===== config.mk =====
export PLATFORM = sky130hd
export DESIGN_NAME = half_bridge_dead_time_control_top
export DESIGN_NICKNAME = d
export VERILOG_FILES = /design/src/rtl/hbdt_pkg.sv /design/src/rtl/hbdt_core.sv /design/src/rtl/hbdt_out_buf.sv /design/src/rtl/half_bridge_dead_time_control_top.sv
export SDC_FILE = /design/constraint.sdc
export NUM_CORES = 1
export LEC_CHECK = 0
export BUFFER_PORTS_ARGS = -buffer_cell sky130_fd_sc_hd__buf_2
export CORE_ASPECT_RATIO = 1.1
export CORE_MARGIN = 4
export CORE_UTILIZATION = 30
export CTS_BUF_LIST = sky130_fd_sc_hd__clkbuf_4 sky130_fd_sc_hd__clkbuf_8
export DETAILED_ROUTE_END_ITERATION = 7
export GPL_ROUTABILITY_DRIVEN = 0
export PLACE_DENSITY = 0.56
export SLEW_MARGIN = 20
export SYNTH_ARGS = -nofsm -noshare
export SYNTH_HDL_FRONTEND = slang
export SYNTH_SLANG_ARGS = --single-unit

===== constraint.sdc =====
create_clock -name clk_i -period 5.4 [get_ports clk_i]
set_clock_uncertainty 0.05 [all_clocks]
set_input_delay 0.81 -clock clk_i [delete_from_list [all_inputs] [get_ports clk_i]]
set_output_delay 0.81 -clock clk_i [all_outputs]
set_load 0.005 [all_outputs]

===== src/rtl/hbdt_pkg.sv =====
// Shared types, constants and helpers of the half-bridge dead-time controller.
// Used by hbdt_core, hbdt_out_buf and half_bridge_dead_time_control_top; no dependencies.
package hbdt_pkg;

  // Field widths
  localparam int unsigned CmdW     = 3;
  localparam int unsigned TimeW    = 32;
  localparam int unsigned DeadW    = 16;
  localparam int unsigned SpeedW   = 7;
  localparam int unsigned DutyW    = 8;
  localparam int unsigned PhaseW   = 2;
  localparam int unsigned CfgIdxW  = 3;
  localparam int unsigned CfgDataW = 16;

  // Packed stream widths, rounded up to whole bytes
  localparam int unsigned InBits   = CmdW + TimeW;
  localparam int unsigned InDataW  = ((InBits + 7) / 8) * 8;
  localparam int unsigned OutBits  = DutyW + 1 + 1 + PhaseW;
  localparam int unsigned OutDataW = ((OutBits + 7) / 8) * 8;

  // Register reset values
  localparam logic [DeadW-1:0]  OnDeadRst    = 16'd10;
  localparam logic [DeadW-1:0]  OffDeadRst   = 16'd10;
  localparam logic [DeadW-1:0]  MaxCycleRst  = 16'd1000;
  localparam logic [SpeedW-1:0] SpeedRst     = 7'd100;
  localparam logic [DutyW-1:0]  DutyFull     = 8'd255;

  // speed*255/100 as speed * (255*5243) >> 19; exact for every 7-bit speed
  localparam int unsigned       DutyMulW   = 21;
  localparam logic [DutyMulW-1:0] DutyMul  = 21'd1336965;
  localparam int unsigned       DutyShift  = 19;
  localparam int unsigned       DutyProdW  = SpeedW + DutyMulW;

  // Configuration register indexes
  typedef enum logic [CfgIdxW-1:0] {
    REG_ON_DEAD   = 3'd0,
    REG_OFF_DEAD  = 3'd1,
    REG_MAX_CYCLE = 3'd2,
    REG_SPEED     = 3'd3,
    REG_ANTI_JAM  = 3'd4
  } reg_idx_e;

  // Command codes
  typedef enum logic [CmdW-1:0] {
    CMD_PROCESS   = 3'd0,
    CMD_START     = 3'd1,
    CMD_STOP      = 3'd2,
    CMD_RESET_JAM = 3'd3,
    CMD_HEARTBEAT = 3'd4
  } cmd_e;

  // Bridge phases
  typedef enum logic [PhaseW-1:0] {
    PH_STOP = 2'd0,
    PH_RUN  = 2'd1,
    PH_DEAD = 2'd2
  } phase_e;

  // One result item, packed with run_duty in the lowest bits
  typedef struct packed {
    phase_e           phase;
    logic             jammed;
    logic             brake_on;
    logic [DutyW-1:0] run_duty;
  } result_t;

  // Run duty for a speed setting, saturated at full on
  function automatic logic [DutyW-1:0] duty_for_speed(input logic [SpeedW-1:0] speed);
    logic [DutyProdW-1:0] prod;
    logic [DutyProdW-1:0] quot;
    prod = DutyProdW'(speed) * DutyProdW'(DutyMul);
    quot = prod >> DutyShift;
    if (quot > DutyProdW'(DutyFull)) begin
      return DutyFull;
    end
    return quot[DutyW-1:0];
  endfunction

endpackage


===== src/rtl/hbdt_core.sv =====
// Controller state and configuration registers of the half-bridge dead-time controller.
// Depends on hbdt_pkg; one command is applied per accepted request.
module hbdt_core (
  input  logic                          clk_i,
  input  logic                          rst_ni,
  input  logic                          cfg_we_i,
  input  logic [hbdt_pkg::CfgIdxW-1:0]  cfg_idx_i,
  input  logic [hbdt_pkg::CfgDataW-1:0] cfg_wdata_i,
  input  logic                          cmd_valid_i,
  input  logic [hbdt_pkg::CmdW-1:0]     cmd_i,
  input  logic [hbdt_pkg::TimeW-1:0]    now_ms_i,
  output hbdt_pkg::result_t             result_o
);

  // Configuration registers
  logic [hbdt_pkg::DeadW-1:0]  on_dead_q;
  logic [hbdt_pkg::DeadW-1:0]  off_dead_q;
  logic [hbdt_pkg::DeadW-1:0]  max_cycle_q;
  logic [hbdt_pkg::DutyW-1:0]  run_duty_cfg_q;
  logic                        anti_jam_q;

  // Controller state
  logic                        run_req_q, run_req_d;
  logic                        seen_req_q, seen_req_d;
  hbdt_pkg::phase_e            phase_q, phase_d;
  logic [hbdt_pkg::TimeW-1:0]  dead_start_q, dead_start_d;
  logic [hbdt_pkg::DeadW-1:0]  dead_len_q, dead_len_d;
  logic [hbdt_pkg::TimeW-1:0]  last_hb_q, last_hb_d;
  logic                        jam_q, jam_d;
  logic                        run_sw_q, run_sw_d;
  logic                        brake_sw_q, brake_sw_d;
  logic [hbdt_pkg::DutyW-1:0]  duty_q, duty_d;
  logic                        brake_q, brake_d;

  logic [hbdt_pkg::TimeW-1:0]  dead_elapsed;
  logic [hbdt_pkg::TimeW-1:0]  hb_elapsed;
  logic                        dead_over;
  logic                        hb_late;

  // Wrapping time differences
  assign dead_elapsed = now_ms_i - dead_start_q;
  assign hb_elapsed   = now_ms_i - last_hb_q;
  assign dead_over    = dead_elapsed > hbdt_pkg::TimeW'(dead_len_q);
  assign hb_late      = hb_elapsed > hbdt_pkg::TimeW'(max_cycle_q);

  // Next state for the command in hand
  always_comb begin
    run_req_d    = run_req_q;
    seen_req_d   = seen_req_q;
    phase_d      = phase_q;
    dead_start_d = dead_start_q;
    dead_len_d   = dead_len_q;
    last_hb_d    = last_hb_q;
    jam_d        = jam_q;
    run_sw_d     = run_sw_q;
    brake_sw_d   = brake_sw_q;
    duty_d       = duty_q;
    brake_d      = brake_q;

    case (hbdt_pkg::cmd_e'(cmd_i))
      hbdt_pkg::CMD_PROCESS: begin
        if (seen_req_q != run_req_q) begin
          // A changed request opens a dead time; levels stay until the next process
          phase_d      = hbdt_pkg::PH_DEAD;
          dead_len_d   = run_req_q ? on_dead_q : off_dead_q;
          dead_start_d = now_ms_i;
          seen_req_d   = run_req_q;
        end else begin
          case (phase_q)
            hbdt_pkg::PH_DEAD: begin
              duty_d     = '0;
              run_sw_d   = 1'b0;
              brake_d    = 1'b0;
              brake_sw_d = 1'b0;
              if (dead_over) begin
                phase_d = run_req_q ? hbdt_pkg::PH_RUN : hbdt_pkg::PH_STOP;
              end
            end
            hbdt_pkg::PH_RUN: begin
              if (!brake_sw_q) begin
                if (jam_q) begin
                  duty_d  = '0;
                  brake_d = 1'b0;
                end else if (anti_jam_q && hb_late) begin
                  duty_d  = '0;
                  brake_d = 1'b0;
                  jam_d   = 1'b1;
                end else begin
                  jam_d      = 1'b0;
                  brake_d    = 1'b0;
                  brake_sw_d = 1'b0;
                  duty_d     = run_duty_cfg_q;
                  run_sw_d   = 1'b1;
                end
              end
            end
            hbdt_pkg::PH_STOP: begin
              if (!run_sw_q) begin
                duty_d     = '0;
                run_sw_d   = 1'b0;
                brake_d    = 1'b1;
                brake_sw_d = 1'b1;
              end
            end
            default: begin
            end
          endcase
        end
      end
      hbdt_pkg::CMD_START: begin
        run_req_d = 1'b1;
        last_hb_d = now_ms_i;
      end
      hbdt_pkg::CMD_STOP: begin
        run_req_d = 1'b0;
      end
      hbdt_pkg::CMD_RESET_JAM: begin
        jam_d = 1'b0;
      end
      hbdt_pkg::CMD_HEARTBEAT: begin
        last_hb_d = now_ms_i;
      end
      default: begin
      end
    endcase
  end

  // Result after the command has been applied
  assign result_o = '{phase:    phase_d,
                      jammed:   jam_d,
                      brake_on: brake_d,
                      run_duty: duty_d};

  // State and configuration registers
  always_ff @(posedge clk_i or negedge rst_ni) begin
    if (!rst_ni) begin
      on_dead_q      <= hbdt_pkg::OnDeadRst;
      off_dead_q     <= hbdt_pkg::OffDeadRst;
      max_cycle_q    <= hbdt_pkg::MaxCycleRst;
      run_duty_cfg_q <= hbdt_pkg::duty_for_speed(hbdt_pkg::SpeedRst);
      anti_jam_q     <= 1'b1;
      run_req_q      <= 1'b0;
      seen_req_q     <= 1'b0;
      phase_q        <= hbdt_pkg::PH_STOP;
      dead_start_q   <= '0;
      dead_len_q     <= '0;
      last_hb_q      <= '0;
      jam_q          <= 1'b0;
      run_sw_q       <= 1'b0;
      brake_sw_q     <= 1'b0;
      duty_q         <= '0;
      brake_q        <= 1'b0;
    end else begin
      if (cmd_valid_i) begin
        run_req_q    <= run_req_d;
        seen_req_q   <= seen_req_d;
        phase_q      <= phase_d;
        dead_start_q <= dead_start_d;
        dead_len_q   <= dead_len_d;
        last_hb_q    <= last_hb_d;
        jam_q        <= jam_d;
        run_sw_q     <= run_sw_d;
        brake_sw_q   <= brake_sw_d;
        duty_q       <= duty_d;
        brake_q      <= brake_d;
      end
      // The user must write configuration only while no request is in flight; the block does not enforce it
      if (cfg_we_i) begin
        case (hbdt_pkg::reg_idx_e'(cfg_idx_i))
          hbdt_pkg::REG_ON_DEAD:   on_dead_q   <= cfg_wdata_i[hbdt_pkg::DeadW-1:0];
          hbdt_pkg::REG_OFF_DEAD:  off_dead_q  <= cfg_wdata_i[hbdt_pkg::DeadW-1:0];
          hbdt_pkg::REG_MAX_CYCLE: max_cycle_q <= cfg_wdata_i[hbdt_pkg::DeadW-1:0];
          hbdt_pkg::REG_SPEED: begin
            run_duty_cfg_q <= hbdt_pkg::duty_for_speed(cfg_wdata_i[hbdt_pkg::SpeedW-1:0]);
          end
          hbdt_pkg::REG_ANTI_JAM: begin
            anti_jam_q <= cfg_wdata_i[0];
            if (!cfg_wdata_i[0]) begin
              jam_q <= 1'b0;
            end
          end
          default: begin
          end
        endcase
      end
    end
  end

endmodule


===== src/rtl/hbdt_out_buf.sv =====
// Result register with a skid stage for the half-bridge dead-time controller.
// Depends on hbdt_pkg for the result type.
module hbdt_out_buf (
  input  logic              clk_i,
  input  logic              rst_ni,
  input  logic              push_i,
  input  hbdt_pkg::result_t push_data_i,
  output logic              ready_o,
  output logic              valid_o,
  input  logic              pop_ready_i,
  output hbdt_pkg::result_t data_o
);

  hbdt_pkg::result_t main_q;
  hbdt_pkg::result_t skid_q;
  logic              main_vld_q;
  logic              skid_vld_q;
  logic              pop;

  // Upstream stalls only once the skid stage holds a request
  assign ready_o = !skid_vld_q;
  assign valid_o = main_vld_q;
  assign data_o  = main_q;
  assign pop     = main_vld_q && pop_ready_i;

  // Valid flags
  always_ff @(posedge clk_i or negedge rst_ni) begin
    if (!rst_ni) begin
      main_vld_q <= 1'b0;
      skid_vld_q <= 1'b0;
    end else begin
      priority if (push_i && (!main_vld_q || pop)) begin
        main_vld_q <= 1'b1;
      end else if (push_i) begin
        skid_vld_q <= 1'b1;
      end else if (pop) begin
        main_vld_q <= skid_vld_q;
        skid_vld_q <= 1'b0;
      end else begin
        // Neither side moves this cycle.
      end
    end
  end

  // Payload registers
  always_ff @(posedge clk_i) begin
    priority if (push_i && (!main_vld_q || pop)) begin
      main_q <= push_data_i;
    end else if (push_i) begin
      skid_q <= push_data_i;
    end else if (pop && skid_vld_q) begin
      main_q <= skid_q;
    end else begin
      // Both payloads hold.
    end
  end

endmodule


===== src/rtl/half_bridge_dead_time_control_top.sv =====
// Top level of the half-bridge dead-time controller: stream ports and configuration port.
// Depends on hbdt_pkg, hbdt_core and hbdt_out_buf.
//
//   Channel   Direction  Contents
//   s_axis    in         one command request: command, now_ms
//   m_axis    out        one result per command: run_duty, brake_on, jammed, phase
//   cfg       in         register write, index 0..4, taken in the cycle it is raised
//
// Each command is applied in the cycle it is accepted; its result is registered in the
// result register, or in the skid entry while m_axis is stalled. One request per cycle
// is sustained while m_axis_tready is high; the skid entry lets s_axis take one more
// request while m_axis is stalled, and s_axis_tready drops only when both are full.
// Reset is asynchronous, active low, and restores every register but the result payloads to its default.
module half_bridge_dead_time_control_top (
  input  logic                          clk_i,
  input  logic                          rst_ni,
  // Command stream
  input  logic                          s_axis_tvalid,
  output logic                          s_axis_tready,
  input  logic [hbdt_pkg::InDataW-1:0]  s_axis_tdata,   // command[2:0], now_ms[34:3]
  // Result stream
  output logic                          m_axis_tvalid,
  input  logic                          m_axis_tready,
  output logic [hbdt_pkg::OutDataW-1:0] m_axis_tdata,   // run_duty[7:0], brake_on[8],
                                                        // jammed[9], phase[11:10]
  // Configuration writes
  input  logic                          cfg_we_i,
  input  logic [hbdt_pkg::CfgIdxW-1:0]  cfg_idx_i,
  input  logic [hbdt_pkg::CfgDataW-1:0] cfg_wdata_i
);

  logic              in_accept;
  logic              buf_ready;
  hbdt_pkg::result_t result;
  hbdt_pkg::result_t out_result;

  assign s_axis_tready = buf_ready;
  assign in_accept     = s_axis_tvalid && buf_ready;

  // Controller state
  hbdt_core u_core (
    .clk_i       (clk_i),
    .rst_ni      (rst_ni),
    .cfg_we_i    (cfg_we_i),
    .cfg_idx_i   (cfg_idx_i),
    .cfg_wdata_i (cfg_wdata_i),
    .cmd_valid_i (in_accept),
    .cmd_i       (s_axis_tdata[hbdt_pkg::CmdW-1:0]),
    .now_ms_i    (s_axis_tdata[hbdt_pkg::CmdW +: hbdt_pkg::TimeW]),
    .result_o    (result)
  );

  // Result register and skid stage
  hbdt_out_buf u_out_buf (
    .clk_i       (clk_i),
    .rst_ni      (rst_ni),
    .push_i      (in_accept),
    .push_data_i (result),
    .ready_o     (buf_ready),
    .valid_o     (m_axis_tvalid),
    .pop_ready_i (m_axis_tready),
    .data_o      (out_result)
  );

  assign m_axis_tdata = hbdt_pkg::OutDataW'(out_result);

endmodule

==> metrics list, run 1 <==
* Width of the die: 209 um
* Count of cell types in the netlist: 78
- Core Footprint: 43,700 um2
- Number of antenna violations at the first check in global routing: 1
- By area the synthesized netlist is led by sky130_fd_sc_hd__dfrtp_1 (25%), sky130_fd_sc_hd__ha_1 (14%), sky130_fd_sc_hd__o21ai_0 (6.1%).
- The critical path is of the in2reg type.
- Fraction of layout instances using a drive strength above 1: 0.149
- Data arrives at the worst endpoint at 5.39 ns.
* Part of the Yosys area used for sequential elements: 0.345
- Number of placement rows: 80
- In this run the worst path has a maximum fanout of 8.
* Fin crit period: roughly 5.1 ns
- Height of the die: 230 um
- The first global-routing pass estimated 56.8 mm of wire.
- The worst setup path is captured at a flip-flop.
- The share of total power dissipated in combinational logic is 0.609.
- Initial drt markers: 585
- The analysis attributes to net switching a power of 3.52 mW.
- Clock latency on the worst-skew pair: 0.50 ns
* Sw frac: 0.451
- TritonCTS built the clock tree.
- Crit path launch type: primary input
* Fin cells: 2,167
- In the final routed layout, each cell accounts on average for ~16 um.
- Synthesized area per cell: 8.93 um2
- Floorplan die area: 48,100 um2
- Cell internal power was estimated by the tool at 4.29 mW.
- Input/output buffers: 72
- Layout Area Growth over Synthesis: 12.5%
- Worst vdd rail ir drop: approximately 0.00024 V
* Max Freq: between 150 and 200 MHz
- Clock tree root buffer cell: sky130_fd_sc_hd__clkbuf_8
- Entering global routing, the biggest net connects 63 pins.
* Cell Count Post-Placement: about 2,100
- # Post-CTS Setup Buffers: 0
* Outcome: finished clean
- After detailed routing, the number of vias per cell comes to 4.99.
- The number of antenna diodes in the final layout is 0.
* Synth Warn #: 0
- Number of DRC violations after detailed routing: 0
- Worst EP required: ~5.7 ns
- The H-tree was split into 4 levels.
- Combined area of all synthesized cells: 13,400 um2
- Total congestion overflow: 0
* Max-cap violations: 0
- Vias in the first global route: 10,600
- Final hold vios: 0
- The pre-antenna-repair detailed-routing pass consisted of 5 iterations.
- Counting every sink on the clock net gives roughly 180.
- The final-report max-slew violation count was 0.
- Summed over all cells, the static leakage comes to ~6.9 nW.
- Transition at the pin with the smallest max-transition slack: 1.04 ns
- The count of nets left with antenna violations once routing finished came out at 0.
- Placed cell area: 14,600 um2
* Synthesized netlist cell count: 1,499
- Class of the tightest hold or removal check: in2async
- Power share of the clock group: 0.124
- CTS clk-pin slew, worst paths: 0.12 ns
- Final setup violation count: 0
* Total Power: 7.81 mW
- Number of synthesized flops with an enable pin: 24
* Initial Util: 0.306
- Top Ports: 82
- The final layout contains routed wiring with a total length of between 30 and 40 mm.
- Dividing the final minimum period by the clock period gives 0.938.
- Post-route cell area: 15,100 um2
- Total of cells resized after clock tree synthesis: 0
- Leaving out fill and tap cells, the most frequent cell in the layout is sky130_fd_sc_hd__nand2_1.
* Power share of the sequential group: 0.267
* Area share of the largest cell type after synthesis: 0.254
* Total clock buffers created by CTS: 17
* Net count of the finished layout: 1,811
- Once layout is complete, the utilization of the core stands at 0.344.
- Total half-perimeter wirelength after legalization and detailed placement: about 28 mm
- sky130_fd_sc_hd__dfrtp_1 takes more of the synthesized area than any other cell.
- Vias after detailed routing: 10,800
* Leading register cell type out of synthesis: sky130_fd_sc_hd__dfrtp_1
- Highest-count cells in the layout ignoring fill and taps: sky130_fd_sc_hd__nand2_1 (186), sky130_fd_sc_hd__o21ai_0 (162), sky130_fd_sc_hd__inv_1 (153)
* Areal power density over the cells: 519 nW/um2
- Share of synthesized registers carrying an async set or reset: 0.866
* # fillers: between 4,000 and 5,000
- Counting along the longest clock path gives a buffer depth of 2.
* Combined global-route utilization of all metal layers: 0.145
- Number of buffers inserted for hold repair after clock tree synthesis: 0
* Post-synthesis sequential element count: approximately 180
- Relative slew margins: 0.302
[Yosys cell counts (all sizes together), types with 4 or more instances]
| cell type | instances |
|---|---|
| nor2 | 55 |
| o311ai | 4 |
| a22oi | 5 |
| and4 | 7 |
| or2 | 6 |
| edfxtp | 24 |
| o31ai | 4 |
| nor4 | 7 |
| buf | 9 |
| clkbuf | 50 |
| and3 | 10 |
| nand4 | 19 |
| a31oi | 11 |
| o21ai | 165 |
| and2 | 17 |
| o21a | 17 |
| nor3 | 24 |
| xnor2 | 30 |
| mux2i | 20 |
| a211oi | 8 |
| dfrtp | 136 |
| nor2b | 8 |
| a2111oi | 5 |
| nand2b | 13 |
| a21oi | 91 |
| a41oi | 4 |
| o211ai | 13 |
| o22a | 9 |
| dfstp | 19 |
| mux2 | 46 |
| xor2 | 16 |
| o21bai | 12 |
| a21boi | 4 |
| nand3 | 22 |
| a21o | 40 |
| a2bb2oi | 4 |
| ha | 152 |
| inv | 153 |
| nand2 | 186 |
| or3 | 9 |
| fa | 15 |
[layout make-up]
type / instances / area, um2 / share of cell area
repair buffers: 118 / 724 / 0.0481
inverters: 153 / 574 / 0.0382
clock buffers: 18 / 248 / 0.0165
multi-input cells: 1111 / 8000 / 0.532
clock inverters: 14 / 163 / 0.0108
well taps: 574 / 718 / 0.0477
flip-flops and latches: 179 / 4620 / 0.307
[worst max-delay path, stage by stage]
cell and delay (ns):
sky130_fd_sc_hd__buf_2 0.09, sky130_fd_sc_hd__inv_1 0.05, sky130_fd_sc_hd__ha_1 0.21, sky130_fd_sc_hd__fa_1 0.39, sky130_fd_sc_hd__nand2b_1 0.18, sky130_fd_sc_hd__a21oi_1 0.20
sky130_fd_sc_hd__o21ai_0 0.12, sky130_fd_sc_hd__nand2b_1 0.08, sky130_fd_sc_hd__a21oi_1 0.09, sky130_fd_sc_hd__o21bai_1 0.13, sky130_fd_sc_hd__a21oi_1 0.09, sky130_fd_sc_hd__xnor2_1 0.20
sky130_fd_sc_hd__ha_1 0.28, sky130_fd_sc_hd__and3_1 0.21, sky130_fd_sc_hd__a221o_1 0.36, sky130_fd_sc_hd__a221oi_1 0.29, sky130_fd_sc_hd__a31oi_1 0.17, sky130_fd_sc_hd__nor3_1 0.22
sky130_fd_sc_hd__nand3_1 0.16, sky130_fd_sc_hd__a2111oi_4 0.34, sky130_fd_sc_hd__a41oi_4 0.25, sky130_fd_sc_hd__o21ai_0 0.28, sky130_fd_sc_hd__mux2_2 0.20
[power groups by stage]
| stage | clock network (mW) | registers [mW] | logic [mW] |
|---|---|---|---|
| after floorplan | 0 | 2.05 | 3.43 |
| after global placement | 0 | 2.10 | 4.61 |
| after detailed placement | 0 | 2.12 | 4.70 |
| after CTS | 1.01 | 2.09 | 4.74 |
| after global routing | 1.06 | 2.14 | 5.33 |
| final | 0.968 | 2.08 | 4.76 |
[registers in the layout, indices dropped and copies added, names as in the netlist]
name / count
u_core.dead_len_q: 16
u_core.brake_sw_q: 1
u_core.max_cycle_q: 16
u_core.dead_start_q: 32
u_core.jam_q: 1
u_core.duty_q: 8
u_core.anti_jam_q: 1
u_core.off_dead_q: 16
u_out_buf.data_o: 12
u_core.phase_q: 2
u_out_buf.skid_vld_q: 1
u_core.run_sw_q: 1
u_core.run_duty_cfg_q: 8
u_core.last_hb_q: 32
u_out_buf.skid_q: 12
u_core.brake_q: 1
u_core.run_req_q: 1
u_out_buf.valid_o: 1
u_core.seen_req_q: 1
u_core.on_dead_q: 16
[metal layers]
| layer | vias to the layer above | global-route usage | wire length [um] |
|---|---|---|---|
| li1 | 5458 | - | - |
| met1 | 5163 | 0.190 | 16100 |
| met2 | 164 | 0.248 | 17100 |
| met3 | 36 | 0.0231 | 1040 |
| met4 | 2 | 0.0396 | 562 |
| met5 | - | 0 | 8 |
[path summary, 6_finish.rpt]
check | cells after the start | slack [ns] | endpoint | start
worst max-delay path | 23 | 0.33 | u_out_buf.data_o[7] | s_axis_tdata[3]
worst min-delay path | 1 | 0.19 | u_core.dead_len_q[2] | rst_ni
worst max register to register | 21 | 0.42 | u_out_buf.data_o[7] | u_core.last_hb_q[0]
worst min register to register | 2 | 0.44 | u_core.dead_len_q[15] | u_core.dead_len_q[15]
max in group asynchronous | 2 | 4.01 | u_core.last_hb_q[22] | rst_ni
min in group clk_i | 2 | 0.44 | u_core.dead_len_q[15] | u_core.dead_len_q[15]
[kinds of logic (layout without fill, tap and decap cells)]
logic type	count (synthesis)	in the layout	synth area share
AOI/OAI and AO/OA	434	434	0.206
and+or+nand+nor	394	394	0.139
buffers and inverters	212	303	0.0607
DFF	179	179	0.345
adders and majority gates	167	167	0.165
muxes	66	66	0.0537
xor gates and xnor gates	46	46	0.0301
other	1	4	0.000280
[per-stage QoR]
stage               setup slack [ns]  hold slack, ns  setup TNS, ns
floorplan                      0.306           0.400              0
global placement              -0.190           0.412          -2.67
detailed placement            -0.339           0.420          -4.60
CTS                            0.221           0.154              0
global route                -0.00497           0.196       -0.00855
finish                         0.335           0.193              0
Note: power is estimated with default switching activity, not from simulation.
==> run 2, diff against run 1 <==
CTS_BUF_LIST = sky130_fd_sc_hd__clkbuf_2   (was sky130_fd_sc_hd__clkbuf_4 sky130_fd_sc_hd__clkbuf_8)
==> run 2 against run 1 <==
Effect of this change: wire length grew 0.38%; combinational power is essentially flat; highest routed layer unchanged; die area is the same; clock-buffer cell count shrank 1; first-iteration DRC count grew 4.1%.
==> metrics list, run 2 (synthesized netlist as in run 1, its figures left out) <==
- Power spread over the standard cell area amounts to 506 nW/um2.
- The completed layout was analyzed and its total power is 7.58 mW.
- Final setup violation count: 0
- Post-CTS timing repair inserted 0 buffers for setup.
* Vias after detailed routing: ~11,000
* Worst Setup Path Type: reg2reg
* Floorplan die area: 48,100 um2
- Clock tree root buffer cell: sky130_fd_sc_hd__clkbuf_2
- Total half-perimeter wirelength after legalization and detailed placement: 28.0 mm
- Once routing completed, OpenROAD measured the worst setup slack at 0.326 ns.
- Measured against its own limit, the worst slew margin works out to 0.299.
- Final core utilization: 0.342
- The library cells used most frequently in the layout, excluding fill and tap cells, are sky130_fd_sc_hd__nand2_1 (186), sky130_fd_sc_hd__o21ai_0 (159), sky130_fd_sc_hd__inv_1 (153).
- Measured along the y axis, the die boundary spans 230 um.
* Kind of end point of the critical path: flip-flop
* Static Leak: 6.88 nW
- The final-report max-slew violation count is 0.
- Relative to the synthesized area, the layout overhead comes to 11.8%.
* Total routed wirelength: 35.0 mm
- Cell Count Post-Placement: 2,134
- Width of the die: between 200 and 250 um
- The initial utilization of the core area, before any placement, comes to 0.306.
- Crit path launch type: flip-flop
- Across the run, the number of max-cap violations was 0.
- CTS sink count: 179
- The core region is 43,700 um2.
- Number of placement rows: 80
- Outcome: finished clean
* Per-cell routed wire length: 16.1 um
- Of the cells placed in the final design, the portion with a size suffix greater than 1 is 0.148.
* Family with the most delay on the worst path: compound AO/OA/AOI/OAI gates
- Counting the fill cells in the layout gives 4,547.
- The largest registers in the layout are u_core.dead_start_q x32, u_core.last_hb_q x32.
- Worst stage delay on the critical path: 0.44 ns
* Transition at the pin with the smallest max-transition slack: 1.05 ns
- Clock latency on the worst-skew pair: 0.88 ns
* Highest net fanout along the worst path: 8
- Worst vdd rail ir drop: ~0.00016 V
- After the first detailed-routing iteration, the DRC count stood at 609.
* Total congestion overflow: 0
* Number of DRC violations after detailed routing: 0
- OpenSTA, run right after detailed placement, puts the worst setup slack at -0.339 ns.
- The largest individual stage delay along the critical path comes from the cell sky130_fd_sc_hd__dfrtp_1.
* Clock Path Buffers: 2
- Worst EP required: 6.13 ns
- The worst path in the final design needs a cycle of 5.07 ns, including I/O delays and setup.
- Based on the critical path, the design can be clocked at up to 197 MHz.
- Area occupied by multi-input gates: 8000 um2
- Number of H-tree branching levels: 4
- Traced cell by cell, the critical path runs through ha_1 -> fa_1 -> nand2b_1 -> a21oi_1 -> o21ai_0 -> nand2b_1 -> a21oi_1 -> o21bai_1 -> a21oi_1 -> xnor2_1 -> ha_1 -> and3_1 -> a221o_1 -> a221oi_1 -> a31oi_1 -> nor3_1 -> nand3_1 -> a2111oi_4 -> a41oi_4 -> o21ai_0 -> mux2_2.
- TritonCTS built the clock tree.
- Clock-pin slew was measured on the worst setup and hold paths at around 0.31 ns.
- The final count of hold timing violations came to 0.
- Worst path arrival time: 5.80 ns
- RSZ-0062 raised after global routing: yes
- Area occupied by registers: 4620 um2
- Final Cycle Share: 0.940
- The library cell used most frequently in the layout, excluding fill and tap cells, is sky130_fd_sc_hd__nand2_1.
* Total clock buffers created by CTS: 17
- The number of antenna violations at the first check in global routing was 2.
* Input/output buffers: 72
- Net count of the finished layout: 1,818
* Pin count of the biggest net entering global routing: 63
* Vias in the first global route: around 11,000
- Combined global-route utilization of all metal layers: 0.144
* Fin cells: 2,176
* Remaining antenna violation count: 0
- Dividing the detail-routed via count by the number of cells gives 5.01.
- Drt first pass iters: 5
- Class of the tightest hold or removal check: in2reg
- The first global-routing pass estimated about 57 mm of wire.
* Buf+Inv Stages, Crit Path: 0
- Crit-path most repeated cell: sky130_fd_sc_hd__a21oi_1
- Top Ports: 82
## run 2: stage by stage
stage / TNS [ns] / hold slack [ns] / instance area, um2
floorplan: 0 / 0.400 / 13400
global placement: -2.67 / 0.412 / 14600
detailed placement: -4.60 / 0.420 / 14600
CTS: 0 / 0.000543 / 14900
global route: -0.147 / 0.0634 / 15000
finish: 0 / 0.136 / 15000
## run 2: layout make-up
type,count,area share
Multi-Input combinational cell,1111,0.534
Sequential cell,179,0.309
Timing Repair Buffer,125,0.0531
Tap cell,574,0.0480
Inverter,153,0.0384
Clock inverter,15,0.0111
Clock buffer,17,0.00569
Antenna cell,2,0.000335
## run 2: worst reg2reg max path: stages, from the launching register on
cell                        delay (ns)
sky130_fd_sc_hd__dfrtp_1          0.44
sky130_fd_sc_hd__ha_1             0.20
sky130_fd_sc_hd__fa_1             0.39
sky130_fd_sc_hd__nand2b_1         0.17
sky130_fd_sc_hd__a21oi_1          0.19
sky130_fd_sc_hd__o21ai_0          0.12
sky130_fd_sc_hd__nand2b_1         0.08
sky130_fd_sc_hd__a21oi_1          0.09
sky130_fd_sc_hd__o21bai_1         0.13
sky130_fd_sc_hd__a21oi_1          0.09
sky130_fd_sc_hd__xnor2_1          0.21
sky130_fd_sc_hd__ha_1             0.28
sky130_fd_sc_hd__and3_1           0.20
sky130_fd_sc_hd__a221o_1          0.36
sky130_fd_sc_hd__a221oi_1         0.29
sky130_fd_sc_hd__a31oi_1          0.17
sky130_fd_sc_hd__nor3_1           0.21
sky130_fd_sc_hd__nand3_1          0.15
sky130_fd_sc_hd__a2111oi_4        0.43
sky130_fd_sc_hd__a41oi_4          0.26
sky130_fd_sc_hd__o21ai_0          0.29
sky130_fd_sc_hd__mux2_2           0.20
## run 2: repair_timing
action                                  CTS  global route
gates resized for setup                   0             6
hold buffers                              7             0
endpoints found under the setup margin    0             9
endpoints found under the hold margin    48             0
## run 2: final timing paths
kind | from | to | slack (ns) | depth (start not counted)
max in group asynchronous | rst_ni | u_core.run_duty_cfg_q[1] | 3.82 | 3
hold reg to reg | u_core.run_duty_cfg_q[3] | u_core.duty_q[3] | 0.46 | 2
setup / recovery | u_core.last_hb_q[0] | u_out_buf.data_o[6] | 0.33 | 21
setup reg to reg | u_core.last_hb_q[0] | u_out_buf.data_o[6] | 0.33 | 21
hold / removal | s_axis_tdata[34] | u_core.dead_start_q[31] | 0.14 | 3
min in group asynchronous | rst_ni | u_core.dead_len_q[2] | 0.36 | 2
## run 2: routing by layer
metal | routed length [um] | vias up | global-route usage | share of wire
met1 | 16100 | 5208 | 0.189 | 0.46
met3 | 1130 | 44 | 0.0224 | 0.032
met5 | 8 | - | 0 | 0.00023
li1 | - | 5478 | - | -
met4 | 663 | 2 | 0.0390 | 0.019
met2 | 17200 | 166 | 0.248 | 0.49
## run 2: power breakdown
group / switching (mW) / internal [mW] / total (mW) / leakage, nW
Sequential: 0.197 / 1.88 / 2.08 / 2.07
Combinational: 2.75 / 2.00 / 4.75 / 4.66
Clock: 0.551 / 0.192 / 0.743 / 0.150
